<file path="src/rtl/dtfb_pkg.sv">
// Package for the dirty-tracking frame buffer: field widths, command, status
// and internal operation codes, and the structs passed between the sub-blocks.
// Depends on nothing; every other file in rtl/ refers to it by scoped names.
package dtfb_pkg;

	// Fixed field widths of the command and result transactions.
	localparam int CMD_W      = 3;
	localparam int COORD_W    = 9;
	localparam int COLOR_W    = 16;
	localparam int STATUS_W   = 2;
	localparam int EDGE_OUT_W = 8;
	localparam int COUNT_W    = 32;
	localparam int OP_W       = 3;

	// Default geometry of the frame and of one flush stripe.
	localparam int WIDTH_DEF       = 240;
	localparam int HEIGHT_DEF      = 240;
	localparam int STRIPE_ROWS_DEF = 16;

	// Entries in the queue between the front and the back.
	localparam int QUEUE_DEPTH = 2;

	// Command codes as they arrive on the request channel.
	localparam logic [CMD_W-1:0] CMD_WRITE_IF_CHANGED = 3'd0;
	localparam logic [CMD_W-1:0] CMD_WRITE_ALWAYS     = 3'd1;
	localparam logic [CMD_W-1:0] CMD_READ             = 3'd2;
	localparam logic [CMD_W-1:0] CMD_FLUSH_BEGIN      = 3'd3;
	localparam logic [CMD_W-1:0] CMD_FLUSH_STEP       = 3'd4;
	localparam logic [CMD_W-1:0] CMD_FLUSH_ABORT      = 3'd5;

	// Status codes of a result.
	localparam logic [STATUS_W-1:0] STATUS_OK            = 2'd0;
	localparam logic [STATUS_W-1:0] STATUS_INVALID_ARG   = 2'd1;
	localparam logic [STATUS_W-1:0] STATUS_INVALID_STATE = 2'd2;

	// Operations after classification by the front.
	localparam logic [OP_W-1:0] OP_WR_CMP = 3'd0;
	localparam logic [OP_W-1:0] OP_WR_ALL = 3'd1;
	localparam logic [OP_W-1:0] OP_READ   = 3'd2;
	localparam logic [OP_W-1:0] OP_BEGIN  = 3'd3;
	localparam logic [OP_W-1:0] OP_STEP   = 3'd4;
	localparam logic [OP_W-1:0] OP_ABORT  = 3'd5;
	localparam logic [OP_W-1:0] OP_BADARG = 3'd6;

	// A classified command as it waits in the queue (address travels beside it).
	typedef struct packed {
		logic [OP_W-1:0]    op;
		logic [COORD_W-1:0] x;
		logic [COORD_W-1:0] y;
		logic [COLOR_W-1:0] color;
	} item_t;

	// One result transaction.
	typedef struct packed {
		logic [STATUS_W-1:0]   status;
		logic [COLOR_W-1:0]    read_color;
		logic                  flush_done;
		logic                  window_valid;
		logic [EDGE_OUT_W-1:0] window_left;
		logic [EDGE_OUT_W-1:0] window_top;
		logic [EDGE_OUT_W-1:0] window_right;
		logic [EDGE_OUT_W-1:0] window_bottom;
		logic                  buffer_select;
		logic [COUNT_W-1:0]    commit_count;
	} result_t;

	// Status from the back to the front.
	typedef struct packed {
		logic clearing;
	} back_status_t;

endpackage

</file>
<file path="src/rtl/dtfb_queue.sv">
// Short FIFO between the front and the back of the frame buffer.
// Depends on dtfb_pkg for its depth.
module dtfb_queue #(
	parameter int DATA_W = 1
) (
	input  logic              clk,
	input  logic              arst_n,
	input  logic              push,
	input  logic [DATA_W-1:0] push_data,
	output logic              full,
	input  logic              pop,
	output logic              head_valid,
	output logic [DATA_W-1:0] head_data
);

	localparam int DEPTH = dtfb_pkg::QUEUE_DEPTH;
	localparam int PTR_W = (DEPTH > 1) ? $clog2(DEPTH) : 1;
	localparam int CNT_W = $clog2(DEPTH + 1);

	logic [DATA_W-1:0] entries_q [DEPTH];
	logic [PTR_W-1:0]  wr_ptr_q;
	logic [PTR_W-1:0]  rd_ptr_q;
	logic [CNT_W-1:0]  count_q;

	assign full       = (count_q == CNT_W'(DEPTH));
	assign head_valid = (count_q != '0);
	assign head_data  = entries_q[rd_ptr_q];

	always_ff @(posedge clk) begin
		if (push) begin
			entries_q[wr_ptr_q] <= push_data;
		end
	end

	always_ff @(posedge clk or negedge arst_n) begin
		if (!arst_n) begin
			wr_ptr_q <= '0;
			rd_ptr_q <= '0;
			count_q  <= '0;
		end else begin
			if (push) begin
				wr_ptr_q <= (wr_ptr_q == PTR_W'(DEPTH - 1)) ? '0 : wr_ptr_q + PTR_W'(1);
			end
			if (pop) begin
				rd_ptr_q <= (rd_ptr_q == PTR_W'(DEPTH - 1)) ? '0 : rd_ptr_q + PTR_W'(1);
			end
			if (push && !pop) begin
				count_q <= count_q + CNT_W'(1);
			end else if (pop && !push) begin
				count_q <= count_q - CNT_W'(1);
			end
		end
	end

endmodule

</file>
<file path="config.mk">
export PLATFORM = sky130hd
export DESIGN_NAME = dtfb_queue
export DESIGN_NICKNAME = d
export VERILOG_FILES = /design/src/rtl/dtfb_pkg.sv /design/src/rtl/dtfb_queue.sv
export SDC_FILE = /design/constraint.sdc
export NUM_CORES = 1
export LEC_CHECK = 0
export BUFFER_PORTS_ARGS = -buffer_cell sky130_fd_sc_hd__buf_4
export CAP_MARGIN = 25
export CORE_AREA = 10 10 47 49
export DETAILED_ROUTE_END_ITERATION = 8
export DIE_AREA = 0 0 57 59
export GPL_TIMING_DRIVEN = 0
export SYNTH_ARGS = -nofsm -noshare
export SYNTH_HDL_FRONTEND = slang
export SYNTH_SLANG_ARGS = --single-unit
</file>
<file path="constraint.sdc">
create_clock -name clk -period 0.8 [get_ports clk]
set_input_delay 0.16 -clock clk [delete_from_list [all_inputs] [get_ports clk]]
set_output_delay 0.16 -clock clk [all_outputs]
set_load 0.01 [all_outputs]
</file>
==> results.md <==
- The flow ran to the end, but the final reports show violations.
- The checks that failed: negative setup slack.
- For this configuration, the core starts out at a cell density of 18.8%.
- The path category of the worst min-delay check is primary input to flip-flop.
- The worst-case clock skew is 0.0000649 ns.
- The number of fill cells in the layout is 155.
- The number of global-route vias before repair is 223.
- The remaining max-slew budget at the tightest pin is 91.7%.
- The die outline width is 57 um.
- After detailed routing, the number of vias per cell comes to 3.63.
- For the worst setup path, the data arrival time is 1.06 ns.
- The final hold slack is 0.0913 ns.
- The post-route netlist has 51.4% of its cells at a drive strength greater than 1.
- Across the VDD grid, the largest voltage drop is 1.23 mV.
- The CTS clock-pin slew for the worst setup and hold paths is 0.05 ns.
- The count of pins on the block boundary is 8.
- A synthesized cell averages 13.8 um^2.
- The number of rows in the core area is 14.
- Summing every instance area after synthesis gives 263 um^2.
- Counting every sink on the clock net gives 6.
- The highest clock rate is 0.821 GHz.
- The total number of nets in the final design is 42.
- The synthesis-stage register bit count is 6.
- The worst-case clock buffer depth is 2.
- The category of the worst setup path capture point is an output pin.
- The synthesis-to-layout area growth is 61.9%.
- The area of all sequential standard cells is 160 um^2.
- The top fanout value on the critical path is 2.
- Setup violations remaining at the end of the flow were counted as 5.
- Counting I/O delays and the setup requirement, the final critical path takes 1.22 ns.
- 0 antenna diodes ended up in the layout.
- The largest single stage delay on the critical path is 0.39 ns.
- The setup TNS after final layout is -1.32 ns.
- The floorplan step defined a die boundary enclosing 0.00336 mm^2.
- The CTS tree is yes.
- The count of nets left with antenna violations once routing finished came out at 0.
- The clock root buffer is clkbuf_4.
- The largest net degree at the start of global routing is 5.
- Synthesis produced 19 cells.
- The final hold violation count is 0.
- Routability-driven placement finished with a final weighted congestion of 0.575.
- Global routing consumed, over all layers together, 3.90% of the routing resources.
- On the critical path, the stage with the largest delay is an instance of dfrtp_1.
- The least setup slack across all paths after layout is -0.417 ns.
- The global-route wire length before repair is 945 um.
- The remaining routing DRC violations is 0.
- The synthesized netlist contains 12 unique library cells.
- Detailed placement ended at an HPWL of 357 um.
- For this design the static power due to leakage is 0.000202 uW.
- In the layout the commonest cells are 7 x buf_4, 4 x xor2_1, 4 x dfrtp_1, 4 x buf_6, 3 x clkbuf_4.
- The sequential element share of the synthesized area is 61.0%.
- After the first detailed-routing iteration, the DRC count stood at 4.
- The leftover overflow at the end of global routing is 0.
- The worst setup path is of the flip-flop to output pin kind.
- Dividing the final minimum period by the clock period gives 152%.
- At the pin with the least slew margin, the transition time is 0.124 ns.
- The area used by multi-input combinational logic is 108 um^2.
- The floorplan step defined a core boundary enclosing 0.00140 mm^2.
- Walking the worst path, the cells encountered are mux2_4 -> buf_6.
- Cells fill 30.4% of the core in the end.
- The floorplan step set the die height to 59 um.
- Wires add up to 527 um.
- The number of levels in the clock H-tree is 1.
- The Yosys step of the flow raised 0 warnings.
- Port buffering added 7 buffers.
- Summing over every cut layer, the via total after detailed routing is 185.
- Counting every net in the synthesized netlist gives 25.
- The number of max-capacitance violations reported is 0.
- The TritonCTS buffer count is 3.
- The number of iterations in the first detailed-routing pass is 2.
- The number of antenna violations at the first check in global routing is 0.
- Setup repair after global routing could not meet its margin everywhere.
- The number of max-slew violations in the final report is 0.
- The cell area reported after detailed placement is 335 um^2.
- The routed wire length per instance is 10.3 um.
- The clock insertion delay at the later pin of the skew report is 0.24 ns.
- The required time of the worst setup path is 0.64 ns.
- The power density over the cells is 3600 mW/mm^2.
- The finished cells cover 425 um^2.
- STA classifies the critical path startpoint as a flip-flop.
- The library cell used most frequently in the layout, excluding fill and tap cells, is buf_4.
flip-flops by register name, indices dropped and copies added, names as in the netlist:
register   cells
entries_q      2
rd_ptr_q       1
count_q        2
wr_ptr_q       1
cell families (layout without fill, tap and decap cells):
group / count (synthesis) / in the layout / share of synthesized area [%]
flops: 6 / 6 / 61.0
xor+xnor: 5 / 5 / 16.7
fa+ha+maj: 1 / 1 / 4.76
buf+inv: 1 / 17 / 1.43
simple gates: 5 / 5 / 11.9
mux: 1 / 1 / 4.29
path summary, 6_finish.rpt:
check | startpoint | to | slack (ns) | cells past startpoint
worst max-delay path | rd_ptr_q | head_data | -0.42 | 2
worst min-delay path | pop | rd_ptr_q | 0.09 | 2
worst max register to register | count_q[0] | count_q[1] | -0.21 | 4
worst min register to register | count_q[1] | count_q[1] | 0.57 | 2
max in group asynchronous | arst_n | rd_ptr_q | 0.44 | 2
min in group asynchronous | arst_n | wr_ptr_q | 0.25 | 2
per-layer routing:
metal  GRT usage [%]  vias up  part of all wire, %
li1                -       91                    -
met1            3.46       83                   42
met2            4.81        9                   41
met3            3.22        2                   14
met4            5.03        0                  3.6
met5               0        -                    0
power by group:
part           switching, uW  total, uW  leakage, uW  internal (uW)
combinational            228        681     0.000121            453
clock                    124        314    0.0000150            190
sequential              87.5        537    0.0000654            449
total                    439       1530     0.000202           1090
cell usage after synthesis (all sizes together):
library cell,n,area share [%]
ha,1,4.8
and2,1,2.4
nor2b,1,2.4
xor2,4,13
mux2,1,4.3
dfrtp,4,38
or2,1,2.4
and2b,1,3.3
xnor2,1,3.3
edfxtp,2,23
nor2,1,1.4
inv,1,1.4
critical path, delay by kind of cell, from the launching register on:
| family | cells | cell delay [ns] |
|---|---|---|
| mux | 1 | 0.30 |
| flops | 1 | 0.39 |
| buf+inv | 1 | 0.12 |
metrics by stage:
step	power (uW)	setup WS, ns	instances
after floorplan	776	-0.0585	19
after global placement	949	-0.195	42
after detailed placement	960	-0.232	42
after CTS	1490	-0.428	50
after global routing	1650	-0.461	51
final	1530	-0.417	51
final cells by class:
| type | instances | area share, % |
|---|---|---|
| well taps | 16 | 4.71 |
| inverters | 1 | 0.882 |
| clock buffers | 4 | 6.18 |
| repair buffers | 12 | 25.3 |
| multi-input cells | 12 | 25.3 |
| flip-flops and latches | 6 | 37.6 |
timing repair:
action                                 CTS  global route
hold buffers                             1             0
pin swaps                                3             2
buffers inserted                         3             2
endpoints found under the hold margin    4             0
gates resized for setup                  5             3
setup endpoints to repair                5             7
No activity file was read; power rests on OpenSTA's default activity.
