==> src/rtl/dtfb_pkg.sv <==
// Package for the dirty-tracking frame buffer: field widths, command, status
// and internal operation codes, and the structs passed between the sub-blocks.
// Depends on nothing; every other file in rtl/ refers to it by scoped names.
package dtfb_pkg;

	// Fixed field widths of the command and result transactions.
	localparam int CMD_W      = 3;
	localparam int COORD_W    = 9;
	localparam int COLOR_W    = 16;
	localparam int STATUS_W   = 2;
	localparam int EDGE_OUT_W = 8;
	localparam int COUNT_W    = 32;
	localparam int OP_W       = 3;

	// Default geometry of the frame and of one flush stripe.
	localparam int WIDTH_DEF       = 240;
	localparam int HEIGHT_DEF      = 240;
	localparam int STRIPE_ROWS_DEF = 16;

	// Entries in the queue between the front and the back.
	localparam int QUEUE_DEPTH = 2;

	// Command codes as they arrive on the request channel.
	localparam logic [CMD_W-1:0] CMD_WRITE_IF_CHANGED = 3'd0;
	localparam logic [CMD_W-1:0] CMD_WRITE_ALWAYS     = 3'd1;
	localparam logic [CMD_W-1:0] CMD_READ             = 3'd2;
	localparam logic [CMD_W-1:0] CMD_FLUSH_BEGIN      = 3'd3;
	localparam logic [CMD_W-1:0] CMD_FLUSH_STEP       = 3'd4;
	localparam logic [CMD_W-1:0] CMD_FLUSH_ABORT      = 3'd5;

	// Status codes of a result.
	localparam logic [STATUS_W-1:0] STATUS_OK            = 2'd0;
	localparam logic [STATUS_W-1:0] STATUS_INVALID_ARG   = 2'd1;
	localparam logic [STATUS_W-1:0] STATUS_INVALID_STATE = 2'd2;

	// Operations after classification by the front.
	localparam logic [OP_W-1:0] OP_WR_CMP = 3'd0;
	localparam logic [OP_W-1:0] OP_WR_ALL = 3'd1;
	localparam logic [OP_W-1:0] OP_READ   = 3'd2;
	localparam logic [OP_W-1:0] OP_BEGIN  = 3'd3;
	localparam logic [OP_W-1:0] OP_STEP   = 3'd4;
	localparam logic [OP_W-1:0] OP_ABORT  = 3'd5;
	localparam logic [OP_W-1:0] OP_BADARG = 3'd6;

	// A classified command as it waits in the queue (address travels beside it).
	typedef struct packed {
		logic [OP_W-1:0]    op;
		logic [COORD_W-1:0] x;
		logic [COORD_W-1:0] y;
		logic [COLOR_W-1:0] color;
	} item_t;

	// One result transaction.
	typedef struct packed {
		logic [STATUS_W-1:0]   status;
		logic [COLOR_W-1:0]    read_color;
		logic                  flush_done;
		logic                  window_valid;
		logic [EDGE_OUT_W-1:0] window_left;
		logic [EDGE_OUT_W-1:0] window_top;
		logic [EDGE_OUT_W-1:0] window_right;
		logic [EDGE_OUT_W-1:0] window_bottom;
		logic                  buffer_select;
		logic [COUNT_W-1:0]    commit_count;
	} result_t;

	// Status from the back to the front.
	typedef struct packed {
		logic clearing;
	} back_status_t;

endpackage

==> src/rtl/dtfb_if.sv <==
// Channel interfaces of the dirty-tracking frame buffer: the command request
// and the result response, each with valid/ready and its payload.
// Depends on dtfb_pkg for the field widths.
interface dtfb_req_if;
	logic                            valid;
	logic                            ready;
	logic [dtfb_pkg::CMD_W-1:0]      cmd;
	logic [dtfb_pkg::COORD_W-1:0]    pixel_x;
	logic [dtfb_pkg::COORD_W-1:0]    pixel_y;
	logic [dtfb_pkg::COLOR_W-1:0]    pixel_color;

	modport source (output valid, cmd, pixel_x, pixel_y, pixel_color, input ready);
	modport sink (input valid, cmd, pixel_x, pixel_y, pixel_color, output ready);
endinterface


==> src/rtl/dtfb_front.sv <==
// Front of the frame buffer: accepts command transactions, checks coordinates,
// decodes the command and forms the linear pixel address for the queue.
// Depends on dtfb_pkg and dtfb_req_if.
module dtfb_front #(
	parameter int WIDTH  = dtfb_pkg::WIDTH_DEF,
	parameter int HEIGHT = dtfb_pkg::HEIGHT_DEF,
	localparam int DEPTH  = WIDTH * HEIGHT,
	localparam int ADDR_W = $clog2(DEPTH)
) (
	dtfb_req_if.sink                req,
	input  dtfb_pkg::back_status_t  stat,
	input  logic                    queue_full,
	output logic                    push,
	output dtfb_pkg::item_t         item,
	output logic [ADDR_W-1:0]       addr
);

	localparam int PROD_W = 2 * dtfb_pkg::COORD_W + 1;

	logic              in_range;
	logic [PROD_W-1:0] lin;

	assign req.ready = !queue_full && !stat.clearing;
	assign push      = req.valid && req.ready;

	assign in_range = (req.pixel_x < dtfb_pkg::COORD_W'(WIDTH))
		&& (req.pixel_y < dtfb_pkg::COORD_W'(HEIGHT));

	// Row-major address; only meaningful for in-range coordinates.
	assign lin  = PROD_W'(req.pixel_y) * PROD_W'(WIDTH) + PROD_W'(req.pixel_x);
	assign addr = lin[ADDR_W-1:0];

	always_comb begin
		item.x     = req.pixel_x;
		item.y     = req.pixel_y;
		item.color = req.pixel_color;
		unique case (req.cmd)
			dtfb_pkg::CMD_WRITE_IF_CHANGED: begin
				item.op = in_range ? dtfb_pkg::OP_WR_CMP : dtfb_pkg::OP_BADARG;
			end
			dtfb_pkg::CMD_WRITE_ALWAYS: begin
				item.op = in_range ? dtfb_pkg::OP_WR_ALL : dtfb_pkg::OP_BADARG;
			end
			dtfb_pkg::CMD_READ: begin
				item.op = in_range ? dtfb_pkg::OP_READ : dtfb_pkg::OP_BADARG;
			end
			dtfb_pkg::CMD_FLUSH_BEGIN: begin
				item.op = dtfb_pkg::OP_BEGIN;
			end
			dtfb_pkg::CMD_FLUSH_STEP: begin
				item.op = dtfb_pkg::OP_STEP;
			end
			dtfb_pkg::CMD_FLUSH_ABORT: begin
				item.op = dtfb_pkg::OP_ABORT;
			end
			default: begin
				item.op = dtfb_pkg::OP_BADARG;
			end
		endcase
	end

endmodule

==> src/flat_wrapper.sv <==
// flat-port wrapper written by rule: the top's interface ports become plain ports
module dtfb_front_flat 
#(
	parameter int WIDTH  = dtfb_pkg::WIDTH_DEF,
	parameter int HEIGHT = dtfb_pkg::HEIGHT_DEF,
	localparam int DEPTH  = WIDTH * HEIGHT,
	localparam int ADDR_W = $clog2(DEPTH)
)
  (stat, queue_full, push, item, addr, req_valid, req_cmd, req_pixel_x, req_pixel_y, req_pixel_color, req_ready);
  dtfb_req_if req_i ();
  input  dtfb_pkg::back_status_t stat;
  input  logic queue_full;
  output logic push;
  output dtfb_pkg::item_t item;
  output logic [ADDR_W-1:0] addr;
  input wire logic [$bits(req_i.valid)-1:0] req_valid;
  input wire logic [$bits(req_i.cmd)-1:0] req_cmd;
  input wire logic [$bits(req_i.pixel_x)-1:0] req_pixel_x;
  input wire logic [$bits(req_i.pixel_y)-1:0] req_pixel_y;
  input wire logic [$bits(req_i.pixel_color)-1:0] req_pixel_color;
  output wire logic [$bits(req_i.ready)-1:0] req_ready;
  assign req_i.valid = req_valid;
  assign req_i.cmd = req_cmd;
  assign req_i.pixel_x = req_pixel_x;
  assign req_i.pixel_y = req_pixel_y;
  assign req_i.pixel_color = req_pixel_color;
  assign req_ready = req_i.ready;
  dtfb_front #(.WIDTH(WIDTH), .HEIGHT(HEIGHT)) u_core (.req(req_i), .stat(stat), .queue_full(queue_full), .push(push), .item(item), .addr(addr));
endmodule
==> config.mk <==
export PLATFORM = sky130hd
export DESIGN_NAME = dtfb_front_flat
export DESIGN_NICKNAME = d
export VERILOG_FILES = /design/src/rtl/dtfb_pkg.sv /design/src/rtl/dtfb_if.sv /design/src/rtl/dtfb_front.sv /design/src/flat_wrapper.sv
export SDC_FILE = /design/constraint.sdc
export NUM_CORES = 1
export LEC_CHECK = 0
export BUFFER_PORTS_ARGS = -buffer_cell sky130_fd_sc_hd__buf_2
export CAP_MARGIN = 40
export CORE_ASPECT_RATIO = 0.6
export CORE_MARGIN = 2
export CORE_UTILIZATION = 49
export DETAILED_ROUTE_END_ITERATION = 8
export PLACE_DENSITY = 0.91
export SYNTH_ARGS = -nofsm -noshare
export SYNTH_HDL_FRONTEND = slang
export SYNTH_SLANG_ARGS = --single-unit
==> constraint.sdc <==
create_clock -name vclk -period 8.6
set_clock_uncertainty 0.15 [all_clocks]
set_input_delay 1.72 -clock vclk [all_inputs]
set_output_delay 1.72 -clock vclk [all_outputs]
set_load 0.01 [all_outputs]
==> impl_metrics.csv <==
group,metric,value,unit
run_status,outcome,"finished clean",
critical_path,cp.depth,13,
grt,grt_pass1_wl,4.63,mm
critical_path,critical_path_buf_inv_count,4,
grt,antenna_found_initial,0,
critical_path,critical_path.max_fanout,5,
yosys,yosysSeqAreaShare,0,%
yosys,synth_fa_ha_area_share,39.0,%
power,combPwrFrac,100.0,%
finish,final_cells,232,
power,power.switching,0.175,mW
yosys,yosysWarnings,0,
floorplan,start_util,51.8,%
power,leakage,0.817,nW
floorplan,fp.dieW,75.3,um
sta,finalHoldViolations,0,
clock_network,hold_buffers,0,
grt,track_usage,16.8,%
placed_design,placed_area,1520,um^2
power,clockPowerShare,0,%
clock_network,cts_setup_buffers,0,
sta,rsz0062_at_grt,"false",
finish,drive_gt1_share,30.5,%
detailed_routing,wl_met2,1.24,mm
critical_path,cp-startpoint,"req_pixel_y[3]",
finish,fillers,291,
critical_path,critPathTopFamily,"adder cells",
critical_path,crit_path_end,"addr[15]",
detailed_routing,via_count,1146,
placed_design,dp_hpwl,2.53,mm
finish,final_nets,269,
detailed_routing,viasPerCell,4.94,
placed_design,portBuffers,51,
grt,grt_start_max_net_pins,7,
yosys,synth_area_leaders,"fa_1 21%, buf_4 19%, ha_1 18%",
yosys,synth_top_area_share,21.4,%
critical_path,critPathKind,"in2out",
detailed_routing,wl_per_cell,11.9,um
floorplan,rows,15,
yosys,synth-compound-area-share,16.0,%
critical_path,cpPeakStageDelay,0.52,ns
floorplan,ios,95,
power,peakVddDrop,0.0829,mV
floorplan,dieArea,3530,um^2
detailed_routing,wl_met3,166,um
yosys,syn_inst,177,
detailed_routing,highest_layer,"met4",
finish,nClkBuffers,0,
finish,finish.utilization,52.6,%
sta,worst_pin_slew,0.373,ns
yosys,synth-simple-area-share,9.20,%
yosys,syn_nets,254,
grt,grt_pass1_vias,1093,
finish,area_delta_synth_final,1.51,%
yosys,syn-cell-area,1500,um^2
power,p_per_area,208,nW/um^2
power,power_frac_seq,0,%
detailed_routing,routed_wl,2.77,mm
clock_network,ctsResizeCount,0,
critical_path,worstSetupStartpointType,"input pin",
placed_design,dp_cells,232,
finish,seq_cells,0,
yosys,synth_mux_area_share,0,%
finish,final-seq-area,0,um^2
critical_path,cp.required,6.73,ns
min_path,min_path_type,"in2out",
critical_path,cp-end-kind,"output pin",
finish,antennaDiodeCount,0,
yosys,synth_xor_area_share,10.5,%
yosys,yosys.area.top_type,"fa_1",
finish,finalInstanceArea,1520,um^2
grt,grt_remaining_overflow,0,
critical_path,crit_chain,"buf_2, inv_1, fa_1, fa_1, inv_1, ha_1, a211oi_2, nor2_1, xor2_1, and4b_1, nand4b_1, xnor2_1, buf_2",
sta,fin_tns_setup,0,ns
sta,clock.fmax,149,MHz
sta,setup_viol,0,
detailed_routing,drc_errors,0,
critical_path,cp_slowest_cell,"fa_1",
power,swShare,55.5,%
sta,hold_slack,3.29,ns
yosys,synth_cell_types,30,
power,power.internal,0.141,mW
floorplan,coreArea,2890,um^2
yosys,syn_area_per_cell,8.45,um^2
floorplan,die_y,46.8,um
sta,slew_violations,0,
detailed_routing,drtIter0Drc,40,
yosys,synth_top_family_by_area,"adder cells",
placed_design,gp_congestion,0.850,
detailed_routing,wl_met1,1.32,mm
sta,min_period_over_period,77.9,%
detailed_routing,drt-pass1-iter-count,4,
flow_run,drv_cap,0,
sta,fin_crit,6.70,ns
sta,maxSlewHeadroom,74.9,%
detailed_routing,ant_nets,0,
critical_path,arrival,4.83,ns
final cells by class:
cell class / count / area [um^2] / area share, %
Inverter: 25 / 93.8 / 6.18
Multi-Input combinational cell: 114 / 1120 / 73.6
Tap cell: 42 / 52.6 / 3.46
Timing Repair Buffer: 51 / 255 / 16.8
Yosys cell counts, drive strengths merged, types with 2 or more instances:
library cell	number
nand4b	2
nand2	6
a211oi	5
buf	38
a21oi	7
ha	21
o21bai	3
a21o	3
and4b	2
xnor2	8
nor2	9
and2	3
o211ai	2
o21a	2
o21ai	7
fa	16
inv	25
xor2	10
cells by family (layout without fill, tap and decap cells):
logic type               Yosys count  in the layout
AO/OA/AOI/OAI                     33             33
XOR/XNOR                          18             18
AND/OR/NAND/NOR                   26             26
adder cells (fa/ha/maj)           37             37
buffers and inverters             63             76
placed cells by master (no fill, tap or decap):
| cell | instances |
|---|---|
| o21ai_0 | 7 |
| or2_2 | 1 |
| a211oi_2 | 2 |
| o211ai_2 | 1 |
| nand2_1 | 6 |
| and2_1 | 2 |
| a41oi_1 | 1 |
| xnor2_1 | 8 |
| inv_1 | 25 |
| nor2b_1 | 1 |
| nand4b_1 | 2 |
| and2_2 | 1 |
| a211oi_1 | 3 |
| nand2b_1 | 1 |
| a2bb2oi_2 | 1 |
| nor2_1 | 9 |
| a21o_2 | 1 |
| buf_2 | 51 |
| a311o_1 | 1 |
| nor3_1 | 1 |
| a21oi_1 | 7 |
| ha_1 | 21 |
| fa_1 | 16 |
| xor2_1 | 10 |
| and4b_1 | 2 |
| o21bai_1 | 3 |
| o211ai_1 | 1 |
| o21a_1 | 2 |
| a21o_1 | 2 |
| a31oi_1 | 1 |
power groups by stage:
stage | registers [mW] | clock network [mW] | logic, mW
after floorplan | 0 | 0 | 0.241
after global placement | 0 | 0 | 0.307
after detailed placement | 0 | 0 | 0.317
after CTS | 0 | 0 | 0.318
after global routing | 0 | 0 | 0.353
final | 0 | 0 | 0.316
layer usage:
metal,vias to the layer above,GRT usage [%]
li1,568,-
met1,532,23.9
met2,42,28.9
met3,4,1.29
met4,0,2.81
met5,-,0
worst min path at each step:
stage | start | end | slack, ns | cells past startpoint
detailed placement | req_pixel_color[11] | item[11] | 3.29 | 0
finish | req_pixel_color[0] | item[0] | 3.29 | 0
CTS | req_pixel_color[11] | item[11] | 3.29 | 0
global placement | req_pixel_color[11] | item[11] | 3.29 | 0
floorplan | queue_full | req_ready | 3.34 | 1
global route | req_pixel_color[0] | item[0] | 3.29 | 0
through the flow:
step / total power, mW / worst slack (ns)
5_1_grt: 0.353 / 1.62
3_5_place_dp: 0.317 / 1.91
4_1_cts: 0.318 / 1.89
2_1_floorplan: 0.241 / 2.30
3_3_place_gp: 0.307 / 1.94
6_report: 0.316 / 1.90
No activity file was read; power rests on OpenSTA's default activity.
